## src/tctm_pkg.sv

```systemverilog
// Shared constants for the tempo curve trigger map.
package tctm_pkg;

  localparam int unsigned KNOB_W      = 8;
  localparam int unsigned KNOB_COUNT  = 4;
  localparam int unsigned CFG_W       = 6;
  localparam int unsigned IDX_OUT_W   = 5;
  localparam int unsigned POS_W       = 16;
  localparam int unsigned BASE_RATE   = 128;
  localparam int unsigned RESET_STEPS = 16;
  localparam int unsigned IN_DATA_W   = 32;
  localparam int unsigned OUT_DATA_W  = 24;

endpackage

```

## src/tempo_curve_trigger_map.sv

```systemverilog
// Tempo curve trigger map: builds trigger positions from four knob readings.
// Steps: one rate pass over all steps, a read and a write per step to normalize, then per
// step one read, one load, a bit-serial restoring divide to a 16-bit quotient and one emit.
// One request is taken per run; the output can stall the emit of each step.
// The next request is taken once the last result sits in the output register.
// Reset clears control state and sets the step count to 16; the scratch memory is not cleared.
module tempo_curve_trigger_map #(
  parameter int unsigned MAX_STEPS = 32
) (
  input  logic                             clk_i,
  input  logic                             rst_ni,
  input  logic                             cfg_we_i,
  input  logic [tctm_pkg::CFG_W-1:0]       cfg_wdata_i,
  input  logic                             s_axis_tvalid,
  output logic                             s_axis_tready,
  // Fields from bit 0 up: knob_a, knob_b, knob_c, knob_d.
  input  logic [tctm_pkg::IN_DATA_W-1:0]   s_axis_tdata,
  output logic                             m_axis_tvalid,
  input  logic                             m_axis_tready,
  // Fields from bit 0 up: step_index, trigger_position, three zero bits.
  output logic [tctm_pkg::OUT_DATA_W-1:0]  m_axis_tdata,
  output logic                             m_axis_tlast
);

  localparam int unsigned IDX_W  = (MAX_STEPS > 1) ? $clog2(MAX_STEPS) : 1;
  localparam int unsigned CNT_W  = $clog2(MAX_STEPS + 1);
  localparam int unsigned RATE_W = $clog2((MAX_STEPS + 1) * 256) + 1;
  localparam int unsigned DIST_W = $clog2(MAX_STEPS * (MAX_STEPS + 2) * 256) + 1;
  localparam int unsigned NUM_W  = DIST_W + tctm_pkg::POS_W;
  localparam int unsigned DCNT_W = $clog2(tctm_pkg::POS_W);
  localparam int unsigned SEL_W  = CNT_W + 2;

  typedef enum logic [2:0] {
    StIdle,
    StRate,
    StNrmRd,
    StNrmWr,
    StDivRd,
    StDivLd,
    StDiv,
    StEmit
  } state_e;

  state_e                           state_q;
  logic [tctm_pkg::CFG_W-1:0]       steps_q;
  logic [tctm_pkg::KNOB_W-1:0]      knob_q [tctm_pkg::KNOB_COUNT];
  logic [IDX_W-1:0]                 idx_q;
  logic signed [RATE_W-1:0]         rate_q;
  logic signed [RATE_W-1:0]         min_q;
  logic [DIST_W-1:0]                dist_q;
  logic [DIST_W-1:0]                rem_q;
  logic [tctm_pkg::POS_W-1:0]       num_q;
  logic [tctm_pkg::POS_W-1:0]       quo_q;
  logic [DCNT_W-1:0]                dcnt_q;
  logic                             out_valid_q;
  logic                             out_last_q;
  logic [tctm_pkg::IDX_OUT_W-1:0]   out_idx_q;
  logic [tctm_pkg::POS_W-1:0]       out_pos_q;

  logic [DIST_W-1:0]                mem_q [MAX_STEPS];
  logic [DIST_W-1:0]                rd_q;
  logic                             mem_we;
  logic [DIST_W-1:0]                mem_wdata;

  logic [CNT_W-1:0]                 n_w;
  logic                             last_w;
  logic [SEL_W-1:0]                 i4_w;
  logic [SEL_W-1:0]                 n1_w;
  logic [SEL_W-1:0]                 n2_w;
  logic [SEL_W-1:0]                 n3_w;
  logic [1:0]                       sel_w;
  logic signed [9:0]                delta_w;
  logic signed [RATE_W-1:0]         rate_next_w;
  logic signed [RATE_W:0]           norm_w;
  logic [NUM_W-1:0]                 numer_w;
  logic [DIST_W:0]                  trial_w;
  logic                             fit_w;
  logic                             out_free_w;
  logic                             emit_w;

  always_comb begin
    if (steps_q == '0) begin
      n_w = CNT_W'(1);
    end else if ({1'b0, steps_q} > 7'(MAX_STEPS)) begin
      n_w = CNT_W'(MAX_STEPS);
    end else begin
      n_w = CNT_W'(steps_q);
    end
    last_w = ((CNT_W'(idx_q) + CNT_W'(1)) == n_w);
    i4_w = {CNT_W'(idx_q), 2'b00};
    n1_w = SEL_W'(n_w);
    n2_w = SEL_W'(n_w) << 1;
    n3_w = n1_w + n2_w;
    sel_w = 2'(i4_w >= n1_w) + 2'(i4_w >= n2_w) + 2'(i4_w >= n3_w);
    delta_w = 10'sd128 - $signed({2'b00, knob_q[sel_w]});
    rate_next_w = rate_q + RATE_W'(delta_w);
    norm_w = (RATE_W + 1)'($signed(rd_q[RATE_W-1:0])) - (RATE_W + 1)'(min_q)
           + (RATE_W + 1)'(tctm_pkg::BASE_RATE);
    numer_w = {rd_q, {tctm_pkg::POS_W{1'b0}}} - NUM_W'(rd_q);
    trial_w = {rem_q, num_q[tctm_pkg::POS_W-1]};
    fit_w = (trial_w >= {1'b0, dist_q});
    out_free_w = !out_valid_q || m_axis_tready;
    emit_w = (state_q == StEmit) && out_free_w;
    mem_we = (state_q == StRate) || (state_q == StNrmWr);
    if (state_q == StRate) begin
      mem_wdata = DIST_W'(rate_q);
    end else begin
      mem_wdata = dist_q;
    end
  end

  always_ff @(posedge clk_i) begin
    if (mem_we) begin
      mem_q[idx_q] <= mem_wdata;
    end
    rd_q <= mem_q[idx_q];
  end

  always_ff @(posedge clk_i or negedge rst_ni) begin
    if (!rst_ni) begin
      state_q     <= StIdle;
      steps_q     <= tctm_pkg::CFG_W'(tctm_pkg::RESET_STEPS);
      out_valid_q <= 1'b0;
      idx_q       <= '0;
      dcnt_q      <= '0;
    end else begin
      if (cfg_we_i) begin
        steps_q <= cfg_wdata_i;
      end
      if (m_axis_tready && !emit_w) begin
        out_valid_q <= 1'b0;
      end
      case (state_q)
        StIdle: begin
          if (s_axis_tvalid) begin
            for (int k = 0; k < tctm_pkg::KNOB_COUNT; k++) begin
              knob_q[k] <= s_axis_tdata[k*tctm_pkg::KNOB_W +: tctm_pkg::KNOB_W];
            end
            rate_q  <= RATE_W'(tctm_pkg::BASE_RATE);
            min_q   <= RATE_W'(tctm_pkg::BASE_RATE);
            idx_q   <= '0;
            state_q <= StRate;
          end
        end
        StRate: begin
          rate_q <= rate_next_w;
          if (rate_next_w < min_q) begin
            min_q <= rate_next_w;
          end
          if (last_w) begin
            idx_q   <= '0;
            dist_q  <= '0;
            state_q <= StNrmRd;
          end else begin
            idx_q <= idx_q + IDX_W'(1);
          end
        end
        StNrmRd: begin
          state_q <= StNrmWr;
        end
        StNrmWr: begin
          dist_q <= dist_q + DIST_W'(norm_w);
          if (last_w) begin
            idx_q   <= '0;
            state_q <= StDivRd;
          end else begin
            idx_q   <= idx_q + IDX_W'(1);
            state_q <= StNrmRd;
          end
        end
        StDivRd: begin
          state_q <= StDivLd;
        end
        StDivLd: begin
          rem_q   <= numer_w[NUM_W-1:tctm_pkg::POS_W];
          num_q   <= numer_w[tctm_pkg::POS_W-1:0];
          dcnt_q  <= '0;
          state_q <= StDiv;
        end
        StDiv: begin
          if (fit_w) begin
            rem_q <= DIST_W'(trial_w - {1'b0, dist_q});
          end else begin
            rem_q <= DIST_W'(trial_w);
          end
          num_q  <= num_q << 1;
          quo_q  <= {quo_q[tctm_pkg::POS_W-2:0], fit_w};
          dcnt_q <= dcnt_q + DCNT_W'(1);
          if (dcnt_q == DCNT_W'(tctm_pkg::POS_W - 1)) begin
            state_q <= StEmit;
          end
        end
        StEmit: begin
          if (out_free_w) begin
            out_valid_q <= 1'b1;
            out_idx_q   <= tctm_pkg::IDX_OUT_W'(idx_q);
            out_pos_q   <= quo_q;
            out_last_q  <= last_w;
            if (last_w) begin
              state_q <= StIdle;
            end else begin
              idx_q   <= idx_q + IDX_W'(1);
              state_q <= StDivRd;
            end
          end
        end
        default: begin
          state_q <= StIdle;
        end
      endcase
    end
  end

  assign s_axis_tready = (state_q == StIdle);
  assign m_axis_tvalid = out_valid_q;
  assign m_axis_tlast  = out_last_q;
  assign m_axis_tdata  = {3'b000, out_pos_q, out_idx_q};

  // The divider remainder always stays below the total distance.
  assert property (@(posedge clk_i) disable iff (!rst_ni)
    (state_q == StDiv) |-> (rem_q < dist_q))
    else $error("divider remainder not below total");

  // A divide stays in its divide state until its 16-bit quotient is done, then hands it to the emit step.
  assert property (@(posedge clk_i) disable iff (!rst_ni)
    (state_q == StDiv) |=> ((state_q == StDiv) || (state_q == StEmit)))
    else $error("divider left early");

  // An accepted request always starts the rate pass.
  assert property (@(posedge clk_i) disable iff (!rst_ni)
    (s_axis_tvalid && s_axis_tready) |=> (state_q == StRate))
    else $error("accepted request did not start the rate pass");

endmodule

```

## config.mk

```make
export PLATFORM = sky130hd
export DESIGN_NAME = tempo_curve_trigger_map
export DESIGN_NICKNAME = d
export VERILOG_FILES = /design/src/tctm_pkg.sv /design/src/tempo_curve_trigger_map.sv
export SDC_FILE = /design/constraint.sdc
export NUM_CORES = 1
export LEC_CHECK = 0
export ABC_CLOCK_PERIOD_IN_PS = 14490
export BUFFER_PORTS_ARGS = -buffer_cell sky130_fd_sc_hd__buf_4
export CORE_MARGIN = 1
export CORE_UTILIZATION = 50
export DETAILED_ROUTE_END_ITERATION = 7
export GPL_TIMING_DRIVEN = 0
export HOLD_SLACK_MARGIN = 0.08
export PLACE_DENSITY = 0.66
export SYNTH_ARGS = -nofsm -noshare
export SYNTH_HDL_FRONTEND = slang
export SYNTH_SLANG_ARGS = --single-unit
```

## constraint.sdc

```tcl
create_clock -name clk_i -period 14.49 [get_ports clk_i]
set_input_delay 0.7245 -clock clk_i [delete_from_list [all_inputs] [get_ports clk_i]]
set_output_delay 0.7245 -clock clk_i [all_outputs]
set_load 0.02 [all_outputs]
```

; Yosys cells after proc, flatten, opt, wreduce, memory -nomap -nowiden
; Memory sizes are Yosys's and may differ from the RTL's. A register that Yosys moved wholly into a read port is not among the register bits.
; Cells that the tools add are included.
[op_classes]
eq_ne = 15
reduce_logical = 22
muxes = 33
n_lt_le_gt_ge = 6
addsub = 13
[op_table]
columns = op, n
row1 = 20-bit case mux with 2 select lines, 2
row2 = 20-bit two-way mux, 3
row3 = 15-bit case mux with 2 select lines, 2
row4 = 36-bit by 20-bit subtractor with 36-bit output, 1
row5 = 16-bit case mux with 2 select lines, 1
row6 = 15-bit two-way mux, 2
row7 = 3-bit case mux with 8 select lines, 1
row8 = 21-bit by 20-bit >= comparator with 1-bit output, 1
row9 = 20-bit adder, 1
row10 = 5-bit two-way mux, 4
row11 = 20-bit subtractor, 1
row12 = 3-bit two-way mux, 6
row13 = "16-bit by 8-bit adder with 16-bit output, second input constant", 1
row14 = 15-bit by 15-bit subtractor with 16-bit output, 1
row15 = 15-bit by 9-bit adder with 15-bit output, 1
row16 = 15-bit less-than comparator, 1
row17 = 5-bit case mux with 3 select lines, 1
row18 = "3-bit == test, second input constant", 4
row19 = 6-bit two-way mux, 2
row20 = 4-bit AND reduction, 3
row21 = "2-bit != test, second input constant", 5
row22 = 3-bit AND reduction, 3
row23 = "8-bit by 8-bit subtractor with 9-bit output, first input constant", 1
row24 = 6-bit by 7-bit adder with 8-bit output, 1
row25 = other kinds (25), 40
[totals]
reg_bits = 143
output_inout_bits = 27
inputBits = 43
n_memories = 2
wordCells = 105
ramBits = 672
[memory_table]
columns = memory, words, width, rd, rd_clocked_by_memory_dff, write_ports, line_no
row1 = mem_q, 32, 20, 1, 1, 1, tempo_curve_trigger_map.sv:60  ; logic [DIST_W-1:0] mem_q [MAX_STEPS];
row2 = knob_q, 4, 8, 1, 0, 4, tempo_curve_trigger_map.sv:46  ; logic [tctm_pkg::KNOB_W-1:0] knob_q [tctm_pkg::KNOB_COUNT];

; Longest topological paths before layout
; An unclocked memory read counts as a cell.
[depth]
ltp_word = 12
ltp_mapped = 32
depth_no_buf = 31

; Worst setup path before layout
; OpenSTA, ideal clock, no wires.
[synth_path]
path_type = register -> register
start = reg steps_q[5] in the netlist's numbering
end = reg min_q[0], enable pin
setup_time_ps = 408
path_stages_with_launch = 29
setup_slack_ps = 6767
arrival_ps = 7315
path_cell_list = dfrtp_1 -> inv_1 -> nand2_1 -> inv_1 -> ha_1 -> a31o_2 -> a21o_1 -> a21oi_1 -> a21oi_1 -> ha_1 -> o211ai_1 -> a22o_1 -> fa_1 -> buf_2 -> mux4_2 -> nor3_1 -> nor4bb_1 -> xor2_1 -> ha_1 -> and3_1 -> a21oi_1 -> o21ai_0 -> o41ai_1 -> o21ai_0 -> xor2_1 -> ha_1 -> nor3_1 -> o2111ai_1 -> o21ai_0
[synth_between]
elab_chain_cells = 12
elab_cells_between_ends = 16
classes_between = 5 x add/sub / 5 x order compare / 1 x eq/ne / 2 x mux / 2 x reduce/logical / 1 x memory
[synth_rtl]
columns = item, line_no
row1 = from (decl), tempo_curve_trigger_map.sv:45  ; logic [tctm_pkg::CFG_W-1:0] steps_q;
row2 = from (signal assigned), tempo_curve_trigger_map.sv:122  ; steps_q <= tctm_pkg::CFG_W'(tctm_pkg::RESET_STEPS);
row3 = from (signal assigned), tempo_curve_trigger_map.sv:128  ; steps_q <= cfg_wdata_i;
row4 = 6-bit greater-than comparator, tempo_curve_trigger_map.sv:84  ; end else if ({1'b0, steps_q} > 7'(MAX_STEPS)) begin
row5 = 6-bit two-way mux, tempo_curve_trigger_map.sv:84
row6 = 6-bit two-way mux *, tempo_curve_trigger_map.sv:82  ; if (steps_q == '0) begin
row7 = 6-bit by 7-bit adder with 8-bit output (tied with other cells), tempo_curve_trigger_map.sv:93  ; n3_w = n1_w + n2_w;
row8 = 7-bit by 8-bit >= comparator with 1-bit output / 1-bit by 1-bit adder with 2-bit output (equally long branches), tempo_curve_trigger_map.sv:94  ; sel_w = 2'(i4_w >= n1_w) + 2'(i4_w >= n2_w) + 2'(i4_w >= n3_w);
row9 = 2-bit by 1-bit adder with 2-bit output *, tempo_curve_trigger_map.sv:94
row10 = memory read 4 x 8 bit *, n/a
row11 = 8-bit by 8-bit subtractor with 9-bit output *, tempo_curve_trigger_map.sv:95  ; delta_w = 10'sd128 - $signed({2'b00, knob_q[sel_w]});
row12 = 15-bit by 9-bit adder with 15-bit output *, tempo_curve_trigger_map.sv:96  ; rate_next_w = rate_q + RATE_W'(delta_w);
row13 = 15-bit less-than comparator *, tempo_curve_trigger_map.sv:147  ; if (rate_next_w < min_q) begin
row14 = 2-bit by 1-bit != test with 1-bit output (no source line) *, n/a
row15 = 4-bit AND reduction (no source line) *, n/a
row16 = to (signal assigned), tempo_curve_trigger_map.sv:140  ; min_q <= RATE_W'(tctm_pkg::BASE_RATE);
row17 = to (signal assigned), tempo_curve_trigger_map.sv:148  ; min_q <= rate_next_w;
row18 = to (decl), tempo_curve_trigger_map.sv:49  ; logic signed [RATE_W-1:0] min_q;
; Every way passes the cells marked *; elsewhere a longest branch is shown, timed or not.
; A chain may end at the register's enable or synchronous reset.

; Worst setup path after layout
[layout_path]
start = reg steps_q[5] in the netlist's numbering
end = reg min_q[2], enable pin
; Same word-level chain as after synthesis.

==> flow_metrics.env <==
export IMPL_start_kind="register"
export IMPL_multiInputGateArea_mm2=0.01118
export IMPL_wirelength_um=90240
export IMPL_wl_per_cell_um=26.55
export IMPL_vdd_drop_max_v=0.0002440
export IMPL_grt_pass1_vias=21250
export IMPL_max_freq_mhz=112.3
export IMPL_firstDrtPassIters=6
export IMPL_fillers=5456
export IMPL_hpwl_um=60950
export IMPL_grt_max_degree=37
export IMPL_grt_pass1_wl_um=135300
export IMPL_final_max_slew_violation_count=0
export IMPL_setup_viol=0
export IMPL_area_growth_syn_to_layout_pct=14.12
export IMPL_post_route_util_pct=57.93
export IMPL_synthTopCellsByCount="edfxtp_1, mux4_2, nor2_1, ha_1, nand2_1"
export IMPL_rrSetupSlack_ps=5580
export IMPL_yosysUniqueCellTypes=78
export IMPL_antenna_found_initial=2
export IMPL_clock_sinks=835
export IMPL_fin_crit_ps=8907
export IMPL_crit_start="steps_q[5]"
export IMPL_rr_startpoint="steps_q[5]"
export IMPL_drt_iter0_drc=2237
export IMPL_final_hold_viol_count=0
export IMPL_die_h_um=271.9
export IMPL_cts_tree="yes"
export IMPL_seq_power_share_pct=33.7
export IMPL_synth_top_cell_area_share_pct=65.65
export IMPL_synthCells=2200
export IMPL_ys_ff_latch=835
export IMPL_io_pins=70
export IMPL_reg2reg_depth=29
export IMPL_num_vias=20680
export IMPL_numCtsBuffers=85
export IMPL_cap_violations=0
export IMPL_crit_slowest_cell="o21ai_1"
export IMPL_io_buffers=65
export IMPL_slew_headroom_pct=2.212
export IMPL_synth_most_common_cell="edfxtp_1"
export IMPL_synth_edff_count=796
export IMPL_hp_start="s_axis_tdata[23]"
export IMPL_start_util_pct=50.76
export IMPL_clock_power_share_pct=21.0
export IMPL_gr_total_overflow=0
export IMPL_worst_path_max_fanout=9
export IMPL_vias_per_cell=6.083
export IMPL_place_gp_congestion=0.9222
export IMPL_htreeDepth=3
export IMPL_end_kind="register"
export IMPL_syn_area_mm2=0.03641
export IMPL_hold_depth=1
export IMPL_p_switching_w=0.003824
export IMPL_regToRegEndpoint="min_q[2]"
export IMPL_synthTopCellsByArea="edfxtp_1, mux4_2, ha_1, a22oi_1, xnor2_1"
export IMPL_dieArea_mm2=0.07391
export IMPL_rows=98
export IMPL_synthArstFlopShare_pct=2.275
export IMPL_power_frac_comb_pct=45.3
export IMPL_crit_type="register to register"
export IMPL_cts_root_buffer="clkbuf_16"
export IMPL_rsz0062_at_grt="false"
export IMPL_register_area_mm2=0.02478
export IMPL_antenna_cells=0
export IMPL_crit_required_ps=14820
export IMPL_synth_top_area_cell="edfxtp_1"
export IMPL_cpPeakStageDelay_ps=830
export IMPL_ys_flop_type="edfxtp_1"
export IMPL_die_x_um=271.9
export IMPL_status="complete, no violations"
export IMPL_hold_class="input pin to register"
export IMPL_leakage_nw=14.11
export IMPL_cts_setup_buffers=0
export IMPL_drc_errors=0
export IMPL_cp_arrival_ps=9230
export IMPL_drive_gt1_share_pct=18.78
export IMPL_internal_power_w=0.006287
export IMPL_synth_avg_cell_area_um2=16.55
export IMPL_insertion_delay_ps=640
export IMPL_core_mm2=0.07173
export IMPL_tns_ps=0
export IMPL_clk_path_buf_depth=3
export IMPL_p_per_area_mw_per_mm2=243.3
export IMPL_fin_skew_ps=28.16
export IMPL_clkSlewWorstSetupHoldPaths_ps=60
export IMPL_finalNetCount=2559
export IMPL_path_common_cell="ha_1"
export IMPL_ant_nets=0
export IMPL_worstMarginPinSlew_ps=1456
export IMPL_grtUsageTotal_pct=24.87
export IMPL_yosysSeqAreaShare_pct=68.06
export IMPL_swShare_pct=37.82
export IMPL_min_to="knob_q[2][7]"
export IMPL_fin_crit_sh_pct=61.47
export IMPL_yosysWarnings=0
worst max-delay path: cells and delay by family (launching register included):
kind / cells / cell delay, ps
adders and majority gates: 5 / 1760
AOI/OAI and AO/OA: 12 / 2900
DFF: 1 / 430
buffers and inverters: 4 / 1060
xor gates and xnor gates: 2 / 400
muxes: 1 / 610
and+or+nand+nor: 5 / 1410
how the worst max path moves through the flow:
stage,to,slack (ps)
after floorplan,min_q[0],6770
after global placement,min_q[0],4860
after detailed placement,min_q[0],5600
after CTS,min_q[2],5440
after global routing,min_q[2],4930
final,min_q[2],5580
what timing repair did:
| action | in CTS | in global routing |
|---|---|---|
| endpoints found under the hold margin | 18 | 0 |
| hold buffers | 1 | 0 |
| setup endpoints to repair | 0 | 0 |
| resized for setup | 0 | 0 |
layout make-up:
cell class	instances	area share, %
flip-flops and latches	835	59.64
clock inverters	40	0.8973
plain buffers	91	0.8853
inverters	86	0.7769
clock buffers	111	5.531
well taps	950	2.861
repair buffers	96	2.496
multi-input cells	1190	26.92
routing by layer:
metal,GRT usage (%),up-vias,share of wire (%)
met5,0,-,0
met4,7.407,0,2.6
met3,4.020,147,7.5
met2,42.13,803,50
met1,33.25,10650,40
li1,-,9080,-
cells in the final DEF (no fill, tap or decap), drive strengths merged, types with 7 or more instances in the layout:
cell type  synthesis  layout
edfxtp           796     796
clkbuf            59     170
mux4             168     168
nor2             130     130
buf               32     127
ha               125     125
nand2             95      95
a21oi             91      91
inv               85      87
a22oi             80      80
o21ai             68      68
xnor2             65      65
xor2              39      39
nor3              36      36
clkinv             1      30
nand4             29      29
a21o              25      25
nand3             24      24
dfxtp             20      20
dfrtp             18      18
and2              18      18
nor2b             17      17
mux2i             17      17
o21a              12      12
and3              12      12
nand2b            11      11
or3                9       9
a31oi              9       9
o211ai             8       8
o21bai             7       7
a211oi             7       7
o2111ai            7       7
nor4               7       7
mux2               7       7
through the flow:
stage,std cells,cell area (µm²),total power (W),hold WS (ps),setup WS (ps)
finish,3399,41550,0.01011,276.1,5583
global route,3399,41550,0.01069,257.4,4931
CTS,3399,41550,0.01013,241.7,5442
detailed placement,3247,38870,0.007987,423.0,5604
global placement,3217,38100,0.007740,407.3,4861
floorplan,2202,36420,0.006598,400.3,6767
power groups by stage:
stage	Combinational, W	Sequential, W	Clock, W
final	0.00458	0.00341	0.00213
after global routing	0.00502	0.00343	0.00225
after CTS	0.00456	0.00341	0.00215
after detailed placement	0.00453	0.00346	0
after global placement	0.00425	0.00349	0
after floorplan	0.00319	0.00341	0
state kept, by name (all words and copies together) (netlist names):
name,flops
out_idx_q,5
rem_q,20
knob_q,32
out_pos_q,16
state_q,3
rd_q,20
dcnt_q,4
dist_q,20
mem_q,640
rate_q,15
m_axis_tvalid,1
num_q,16
idx_q,5
quo_q,16
min_q,15
steps_q,6
m_axis_tlast,1
cells by family (layout without fill, tap and decap cells):
logic type               count (synthesis)  after routing  share of synthesized area (%)
buffers and inverters                  177            424                          1.897
other                                    1              3                        0.01030
adder cells (fa/ha/maj)                131            131                          4.625
flip-flops                             835            835                          68.06
multiplexers                           192            192                          11.08
AND/OR/NAND/NOR                        410            410                          5.464
AO/OA/AOI/OAI                          348            348                          6.247
XOR/XNOR                               106            106                          2.625
(Power assumes the default switching activity.)
